===== src/hdl/run_queue_priority_dispatch_assert.svh =====
// -----------------------------------------------------------------------------
// Run queue dispatch assertion macros
// Concurrent assertion wrappers, compiled out when ASSERT_OFF is defined.
// -----------------------------------------------------------------------------
`ifndef RUN_QUEUE_PRIORITY_DISPATCH_ASSERT_SVH
`define RUN_QUEUE_PRIORITY_DISPATCH_ASSERT_SVH
`ifndef ASSERT_OFF
// Same-cycle implication.
`define RQ_ASSERT_NOW(lbl, ante, cons, msg) \
  lbl: assert property (@(posedge clk) disable iff (!rst_n) (ante) |-> (cons)) \
    else $error(msg);
// Next-cycle implication.
`define RQ_ASSERT_NEXT(lbl, ante, cons, msg) \
  lbl: assert property (@(posedge clk) disable iff (!rst_n) (ante) |=> (cons)) \
    else $error(msg);
`else
`define RQ_ASSERT_NOW(lbl, ante, cons, msg)
`define RQ_ASSERT_NEXT(lbl, ante, cons, msg)
`endif
`endif


===== src/hdl/rqpd_pkg.sv =====
// -----------------------------------------------------------------------------
// Run queue dispatch package
// Sizes, slot layout and command/status/state codes.
// -----------------------------------------------------------------------------
`timescale 1ns / 1ps

package rqpd_pkg;

  localparam int QUEUE_DEPTH   = 64;
  localparam int IDX_W         = $clog2(QUEUE_DEPTH);
  localparam int CNT_W         = $clog2(QUEUE_DEPTH + 1);
  localparam int PRIORITY_BITS = 16;
  localparam int ID_W          = 8;
  localparam int PRIO_IO_W     = 16;
  localparam int CPU_W         = 3;
  localparam int QCNT_W        = 7;

  typedef struct packed {
    logic [ID_W-1:0]          id;
    logic [PRIORITY_BITS-1:0] prio;
    logic                     wired;
    logic [CPU_W-1:0]         wcpu;
    logic                     yld;
    logic                     hld;
  } slot_t;

  typedef enum logic [1:0] {
    CMD_ENQ = 2'd0,
    CMD_DEQ = 2'd1,
    CMD_REL = 2'd2
  } cmd_t;

  typedef enum logic [1:0] {
    STS_DONE      = 2'd0,
    STS_FULL      = 2'd1,
    STS_NONE      = 2'd2,
    STS_NOT_FOUND = 2'd3
  } status_t;

  typedef enum logic [2:0] {
    S_IDLE,
    S_SCAN,
    S_FIX,
    S_SHIFT,
    S_RESP
  } state_t;

endpackage


===== src/hdl/run_queue_priority_dispatch.sv =====
// -----------------------------------------------------------------------------
// Run queue priority dispatch
// FIFO run queue with a sequential lowest-priority pick for a task scheduler.
// -----------------------------------------------------------------------------
// Usage:
//   Command channel: drive in_* and pulse start while busy is low; the
//   command transfers at that edge and busy stays high until the result.
//   Result channel: out_valid is high for exactly one cycle with out_status,
//   out_chosen_id, out_chosen_priority and out_queue_count. The receiver
//   cannot stall it; busy drops the cycle after the strobe, so a new command
//   may be issued as soon as busy is low.
//   An enqueue or unused command goes straight to its result. A release or
//   dequeue first scans every slot; a dequeue that finds a task then shifts
//   the slots above the taken one down by one before the result.
//   One memory with a single read and a single write port carries the slots.
//   The scan reads one slot a cycle; the removal shift moves one slot a cycle.
//   Reset: queue empties, sequencer idles; slot contents are left as is.
// -----------------------------------------------------------------------------
`timescale 1ns / 1ps

`include "run_queue_priority_dispatch_assert.svh"

module run_queue_priority_dispatch
  import rqpd_pkg::*;
(
  input  logic                 clk,
  input  logic                 rst_n,
  input  logic                 start,
  output logic                 busy,
  input  logic [1:0]           in_cmd,
  input  logic [ID_W-1:0]      in_task_id,
  input  logic [PRIO_IO_W-1:0] in_priority_req,
  input  logic                 in_is_wired,
  input  logic [CPU_W-1:0]     in_wired_cpu,
  input  logic                 in_yield_flag,
  input  logic                 in_held,
  input  logic [CPU_W-1:0]     in_cpu,
  output logic                 out_valid,
  output logic [1:0]           out_status,
  output logic [ID_W-1:0]      out_chosen_id,
  output logic [PRIO_IO_W-1:0] out_chosen_priority,
  output logic [QCNT_W-1:0]    out_queue_count
);

  // Slot memory: one write port, one registered read port.
  slot_t mem [QUEUE_DEPTH];

  state_t state_r, state_nxt;

  logic [CNT_W-1:0]         occ_r, occ_nxt;         // occupancy
  logic [CNT_W-1:0]         issue_r, issue_nxt;     // next slot to read
  logic                     rd_vld_r, rd_vld_nxt;   // rd_data_r holds a slot
  logic [IDX_W-1:0]         rd_idx_r;               // which slot it is
  slot_t                    rd_data_r;

  cmd_t                     cmd_r, cmd_nxt;
  logic [ID_W-1:0]          tid_r, tid_nxt;
  logic [CPU_W-1:0]         cpu_r, cpu_nxt;
  status_t                  sts_r, sts_nxt;

  // Scan results. For a release, "first" is the matching slot.
  logic                     have_r, have_nxt;
  logic [IDX_W-1:0]         first_idx_r, first_idx_nxt;
  slot_t                    first_word_r, first_word_nxt;
  logic [IDX_W-1:0]         best_idx_r, best_idx_nxt;
  logic [PRIORITY_BITS-1:0] best_prio_r, best_prio_nxt;
  logic [ID_W-1:0]          best_id_r, best_id_nxt;

  logic                     accept;
  logic                     full;
  logic                     issuing;
  logic                     pipe_empty;
  logic                     scan_phase;
  logic                     eligible;
  logic                     we;
  logic [IDX_W-1:0]         wa;
  slot_t                    wd;

  assign accept     = start && (state_r == S_IDLE);
  assign full       = (occ_r == CNT_W'(QUEUE_DEPTH));
  assign issuing    = ((state_r == S_SCAN) || (state_r == S_SHIFT)) && (issue_r < occ_r);
  assign pipe_empty = !issuing && !rd_vld_r;
  assign scan_phase = (state_r == S_SCAN) || (state_r == S_FIX);

  // Not held, and either unwired or wired to the requesting cpu.
  assign eligible = !rd_data_r.hld && !(rd_data_r.wired && (rd_data_r.wcpu != cpu_r));

  // ---------------------------------------------------------------------------
  // Next state
  // ---------------------------------------------------------------------------
  always_comb begin
    state_nxt = state_r;
    unique case (state_r)
      S_IDLE: begin
        if (start) begin
          if (cmd_t'(in_cmd) == CMD_DEQ || cmd_t'(in_cmd) == CMD_REL) begin
            state_nxt = S_SCAN;
          end else begin
            state_nxt = S_RESP;
          end
        end
      end
      S_SCAN: begin
        if (pipe_empty) begin
          state_nxt = S_FIX;
        end
      end
      S_FIX: begin
        if (cmd_r == CMD_DEQ && have_r) begin
          state_nxt = S_SHIFT;
        end else begin
          state_nxt = S_RESP;
        end
      end
      S_SHIFT: begin
        if (pipe_empty) begin
          state_nxt = S_RESP;
        end
      end
      S_RESP:  state_nxt = S_IDLE;
      default: state_nxt = S_IDLE;
    endcase
  end

  // ---------------------------------------------------------------------------
  // Port outputs
  // ---------------------------------------------------------------------------
  always_comb begin
    busy                = (state_r != S_IDLE);
    out_valid           = (state_r == S_RESP);
    out_status          = sts_r;
    out_queue_count     = QCNT_W'(occ_r);
    out_chosen_id       = '0;
    out_chosen_priority = '0;
    if (cmd_r == CMD_DEQ && have_r && sts_r == STS_DONE) begin
      out_chosen_id       = best_id_r;
      out_chosen_priority = PRIO_IO_W'(best_prio_r);
    end
  end

  // ---------------------------------------------------------------------------
  // Datapath next values and memory write port
  // ---------------------------------------------------------------------------
  always_comb begin
    occ_nxt        = occ_r;
    issue_nxt      = issue_r;
    cmd_nxt        = cmd_r;
    tid_nxt        = tid_r;
    cpu_nxt        = cpu_r;
    sts_nxt        = sts_r;
    have_nxt       = have_r;
    first_idx_nxt  = first_idx_r;
    first_word_nxt = first_word_r;
    best_idx_nxt   = best_idx_r;
    best_prio_nxt  = best_prio_r;
    best_id_nxt    = best_id_r;
    rd_vld_nxt     = issuing;
    we             = 1'b0;
    wa             = occ_r[IDX_W-1:0];
    wd.id          = in_task_id;
    wd.prio        = in_priority_req[PRIORITY_BITS-1:0];
    wd.wired       = in_is_wired;
    wd.wcpu        = in_wired_cpu;
    wd.yld         = in_yield_flag;
    wd.hld         = in_held;

    if (issuing) begin
      issue_nxt = issue_r + 1'b1;
    end

    unique case (state_r)
      S_IDLE: begin
        if (accept) begin
          cmd_nxt   = cmd_t'(in_cmd);
          tid_nxt   = in_task_id;
          cpu_nxt   = in_cpu;
          have_nxt  = 1'b0;
          issue_nxt = '0;
          sts_nxt   = STS_DONE;
          if (cmd_t'(in_cmd) == CMD_ENQ) begin
            if (full) begin
              sts_nxt = STS_FULL;
            end else begin
              we      = 1'b1;
              occ_nxt = occ_r + 1'b1;
            end
          end
        end
      end
      S_SCAN: begin
        if (rd_vld_r) begin
          if (cmd_r == CMD_DEQ) begin
            priority if (eligible && !have_r) begin
              have_nxt       = 1'b1;
              first_idx_nxt  = rd_idx_r;
              first_word_nxt = rd_data_r;
              best_idx_nxt   = rd_idx_r;
              best_prio_nxt  = rd_data_r.prio;
              best_id_nxt    = rd_data_r.id;
            end else if (eligible && !rd_data_r.yld && (rd_data_r.prio < best_prio_r)) begin
              best_idx_nxt  = rd_idx_r;
              best_prio_nxt = rd_data_r.prio;
              best_id_nxt   = rd_data_r.id;
            end
          end else if (!have_r && rd_data_r.id == tid_r) begin
            have_nxt       = 1'b1;
            first_idx_nxt  = rd_idx_r;
            first_word_nxt = rd_data_r;
          end
        end
      end
      S_FIX: begin
        // Write back the first eligible slot with yield cleared, or the
        // released slot with held cleared.
        wa = first_idx_r;
        wd = first_word_r;
        if (cmd_r == CMD_DEQ) begin
          wd.yld    = 1'b0;
          issue_nxt = {1'b0, best_idx_r} + 1'b1;
          sts_nxt   = have_r ? STS_DONE : STS_NONE;
        end else begin
          wd.hld  = 1'b0;
          sts_nxt = have_r ? STS_DONE : STS_NOT_FOUND;
        end
        we = have_r;
      end
      S_SHIFT: begin
        // Slot i+1 moves down to slot i.
        wa = rd_idx_r - 1'b1;
        wd = rd_data_r;
        we = rd_vld_r;
        if (pipe_empty) begin
          occ_nxt = occ_r - 1'b1;
        end
      end
      S_RESP: begin
      end
      default: begin
      end
    endcase
  end

  // ---------------------------------------------------------------------------
  // Registers
  // ---------------------------------------------------------------------------
  always_ff @(posedge clk) begin
    if (!rst_n) begin
      state_r  <= S_IDLE;
      occ_r    <= '0;
      rd_vld_r <= 1'b0;
      have_r   <= 1'b0;
      cmd_r    <= CMD_ENQ;
      sts_r    <= STS_DONE;
    end else begin
      state_r  <= state_nxt;
      occ_r    <= occ_nxt;
      rd_vld_r <= rd_vld_nxt;
      have_r   <= have_nxt;
      cmd_r    <= cmd_nxt;
      sts_r    <= sts_nxt;
    end
  end

  always_ff @(posedge clk) begin
    issue_r      <= issue_nxt;
    rd_idx_r     <= issue_r[IDX_W-1:0];
    tid_r        <= tid_nxt;
    cpu_r        <= cpu_nxt;
    first_idx_r  <= first_idx_nxt;
    first_word_r <= first_word_nxt;
    best_idx_r   <= best_idx_nxt;
    best_prio_r  <= best_prio_nxt;
    best_id_r    <= best_id_nxt;
  end

  // Slot memory ports
  always_ff @(posedge clk) begin
    if (we) begin
      mem[wa] <= wd;
    end
    rd_data_r <= mem[issue_r[IDX_W-1:0]];
  end

  // ---------------------------------------------------------------------------
  // Assertions
  // ---------------------------------------------------------------------------
  `RQ_ASSERT_NOW(a_occ_bound, 1'b1, occ_r <= CNT_W'(QUEUE_DEPTH), "occupancy above depth")
  `RQ_ASSERT_NOW(a_full_status, out_valid && sts_r == STS_FULL, full, "full reported with room")
  `RQ_ASSERT_NEXT(a_scan_occ, scan_phase, $stable(occ_r), "occupancy moved during scan")
  `RQ_ASSERT_NEXT(a_resp_idle, out_valid, !busy && !out_valid, "result strobe over one cycle")

endmodule


===== config.mk =====
export PLATFORM = sky130hd
export DESIGN_NAME = run_queue_priority_dispatch
export DESIGN_NICKNAME = d
export VERILOG_FILES = /design/src/hdl/rqpd_pkg.sv /design/src/hdl/run_queue_priority_dispatch.sv
export VERILOG_INCLUDE_DIRS = /design/src /design/src/hdl
export SDC_FILE = /design/constraint.sdc
export NUM_CORES = 2
export LEC_CHECK = 0
export BUFFER_PORTS_ARGS = -buffer_cell sky130_fd_sc_hd__buf_2
export CAP_MARGIN = 15
export CORE_MARGIN = 2
export CORE_UTILIZATION = 57
export DETAILED_ROUTE_END_ITERATION = 8
export HOLD_SLACK_MARGIN = 0.05
export PLACE_DENSITY = 0.76
export SYNTH_ARGS = -nofsm -noshare
export SYNTH_HDL_FRONTEND = slang
export SYNTH_SLANG_ARGS = --single-unit

===== constraint.sdc =====
create_clock -name clk -period 4.8 [get_ports clk]
set_clock_uncertainty 0.05 [all_clocks]
set_input_delay 0.48 -clock clk [delete_from_list [all_inputs] [get_ports clk]]
set_output_delay 0.48 -clock clk [all_outputs]
set_load 0.005 [all_outputs]

==> flow_summary_export.csv <==
group,metric,value,unit
placed_design,portBuffers,72,
drt,totalWireLength,206000,µm
drt,drtAntennaViolNets,0,
grt,grt_pass1_wl,292000,µm
worst_setup_path,r2r_slack,630,ps
synthesis,synthArstFlopShare,0,%
final_layout,nFillCells,8382,
synthesis,synth_fa_ha_area_share,0.500,%
synthesis,synth.distinct_cells,56,
sta,max-slew-margin-rel,15.4,%
synthesis,syn_inst,3568,
cts,clockBufferDepth,3,
drt,drt-met1-wl,71800,µm
drt,drc,0,
sta,tightest_slew,1260,ps
worst_setup_path,critPathRequiredTime,5400,ps
run_status,outcome,"finished clean",
final_layout,post-route-util,65.4,%
cts,cts_tree,"done",
grt,grt_pass1_vias,39700,
grt,grt_usage,29.5,%
grt,overflow,0,
sta,hold_viol,0,
floorplanning,core_area,138000,µm²
synthesis,synth_seq_cells,2056,
floorplanning,initial_core_util,57.5,%
final_layout,final_common_cell,"edfxtp_1",
floorplanning,dieArea,142000,µm²
worst_setup_path,crit_path_max_fanout,41,
final_layout,syn_to_final_growth,13.7,%
final_layout,layout_common_cells,"edfxtp_1 (1,997), mux4_2 (542), clkbuf_16 (193), buf_4 (170), nand2_1 (113)",
min_path,hold_path.class,"primary input to register",
synthesis,synth_edf_count,1997,
cts,path_clk_slew,60,ps
floorplanning,num_rows,136,
sta,fmax,240,MHz
final_layout,drive_above_1_share,29.7,%
worst_setup_path,arrival,4780,ps
drt,wl_per_cell,35.4,µm
drt,dr.pass1.iters,5,
cts,cts-root-buf,"clkbuf_16",
synthesis,synth.area.mux_share,16.7,%
sta,report.final.slew_viol_count,0,
synthesis,synthesis.area,79100,µm²
cts,cts_buffers,193,
sta,rsz0062_at_grt,"no",
grt,antenna_found_initial,10,
drt,drtIter0Drc,6462,
worst_setup_path,critPathCaptureType,"register",
synthesis,yosys-top-cells-area,"edfxtp_1 (76%), mux4_2 (15%), dfxtp_1 (1.5%)",
cts,clk_latency,830,ps
synthesis,synth_top_area_share,75.8,%
final_layout,finalNetCount,3936,
drt,dr_wl_met3,26600,µm
synthesis,synth_nets,3637,
floorplanning,die_y,377,µm
power,p_per_area,425,nW/µm²
power,power_leakage,27.7,nW
grt,grt_max_degree,73,
floorplanning,fp.dieW,377,µm
floorplanning,top_level_ports,73,
synthesis,avgSynthCellArea,22.2,µm²
synthesis,synth_xor_area_share,0.266,%
sta,post-route-period-util,87.0,%
synthesis,synthFlopType,"edfxtp_1",
sta,whs,190,ps
drt,num_vias,40100,
cts,cts_sinks,2056,
worst_setup_path,startpoint_type,"register",
synthesis,synthesis.yosys.warnings,0,
placed_design,place.gp.congestion,0.858,
synthesis,yosysTopAreaCell,"edfxtp_1",
placed_design,dp.final_hpwl,120000,µm
synthesis,yosys.area_share.simple,2.00,%
synthesis,seq_area_frac_synth,77.3,%
sta,finalWorstPathRequiredPeriod,4170,ps
drt,viasPerCell,6.88,
power,max-vdd-ir-drop,0.309,mV
worst_setup_path,crit_type,"register to register",
drt,wl_met2,97600,µm
synthesis,synth_top_family_by_area,"multiplexers",
synthesis,synth_compound_area_share,2.17,%
cts,h-tree-depth,4,
sta,setup_viol,0,
run,max_cap_violations,0,
drt,highest-signal-layer,"met5",
==> sequential cells by signal (all words and copies together) (netlist names), 7 cells and up <==
| register | cells |
|---|---|
| tid_r | 8 |
| out_queue_count | 7 |
| issue_r | 7 |
| best_id_r | 8 |
| first_word_r | 30 |
| best_prio_r | 16 |
| mem | 1920 |
| rd_data_r | 30 |
==> layout make-up <==
| type | count | area [µm²] | area share [%] |
|---|---|---|---|
| antenna | 2 | 5.00 | 0.00556 |
| multi-input combinational | 1298 | 17900 | 19.9 |
| inverter | 32 | 125 | 0.139 |
| clock inverter | 119 | 1120 | 1.25 |
| tap | 1794 | 2240 | 2.50 |
| clock buffer | 236 | 5040 | 5.60 |
| sequential | 2056 | 61200 | 68.0 |
| timing repair buffer | 286 | 2340 | 2.60 |
==> timing repair <==
item | in CTS | in global routing
hold buffers | 18 | 0
setup buffers | 0 | 0
hold endpoints to repair | 21 | 0
gates resized for setup | 0 | 0
==> final timing paths <==
check                                        start  depth (start not counted)               to
worst min-delay path            in_priority_req[2]                          3       mem[24][8]
worst max-delay path                    issue_r[0]                          6    rd_data_r[18]
worst max register to register          issue_r[0]                          6    rd_data_r[18]
worst min register to register        rd_data_r[1]                          0  first_word_r[1]
==> where the power goes <==
group / leakage [nW] / internal (W) / total [W] / switching [W]
logic: 6.28 / 0.00105 / 0.00288 / 0.00182
clock network: 3.01 / 0.00845 / 0.0150 / 0.00654
registers: 18.5 / 0.0202 / 0.0204 / 0.000235
==> worst max-delay path: stages, from the launching register on <==
cell and delay (ps):
dfxtp_4 950, buf_12 360, buf_12 340, mux4_2 560, mux4_2 590, o21ai_0 880
nand2_1 130
==> layer usage <==
layer  track usage (%)  up-vias
li1                  -    15700
met1              40.7    21000
met2              45.7     2913
met3              7.03      448
met4              12.7       12
met5                 0        -
==> cell usage after synthesis, drive strengths merged, types with 2 or more instances <==
cell type / instances
o21a: 2
or3b: 3
o21ai: 85
inv: 32
nor2b: 6
o211ai: 29
o2111ai: 2
nand2b: 8
mux2i: 97
ha: 30
and3: 2
xnor2: 19
a21oi: 22
a21o: 10
xor2: 5
o31ai: 3
nor4: 16
a211oi: 5
a221oi: 13
dfxtp: 59
buf: 99
mux4: 542
nand4: 3
a22oi: 71
or3: 5
o22ai: 2
nor2: 96
nor3b: 4
clkbuf: 83
nand2: 113
nor3: 7
edfxtp: 1997
nand3b: 5
o32ai: 2
nand3: 61
a311oi: 2
and2: 13
==> kinds of logic (layout without fill, tap and decap cells) <==
logic type               count (synthesis)  count (layout)
multiplexers                           639             639
AND/OR/NAND/NOR                        345             345
XOR/XNOR                                24              24
buffers and inverters                  214             673
adder cells (fa/ha/maj)                 31              31
flip-flops                            2056            2056
AO/OA/AOI/OAI                          259             259
other                                    0               2
==> per-stage QoR <==
step / TNS (ps) / setup WS, ps / instances / power, W / cell area (µm²)
floorplan: -4600 / -12.0 / 3568 / 0.0224 / 79100
global placement: 0 / 735 / 5448 / 0.0235 / 83600
detailed placement: 0 / 740 / 5448 / 0.0236 / 83600
CTS: 0 / 649 / 5821 / 0.0383 / 90000
global route: 0 / 496 / 5821 / 0.0392 / 90000
finish: 0 / 625 / 5823 / 0.0383 / 90000
Power figures use the tool's default switching activity.
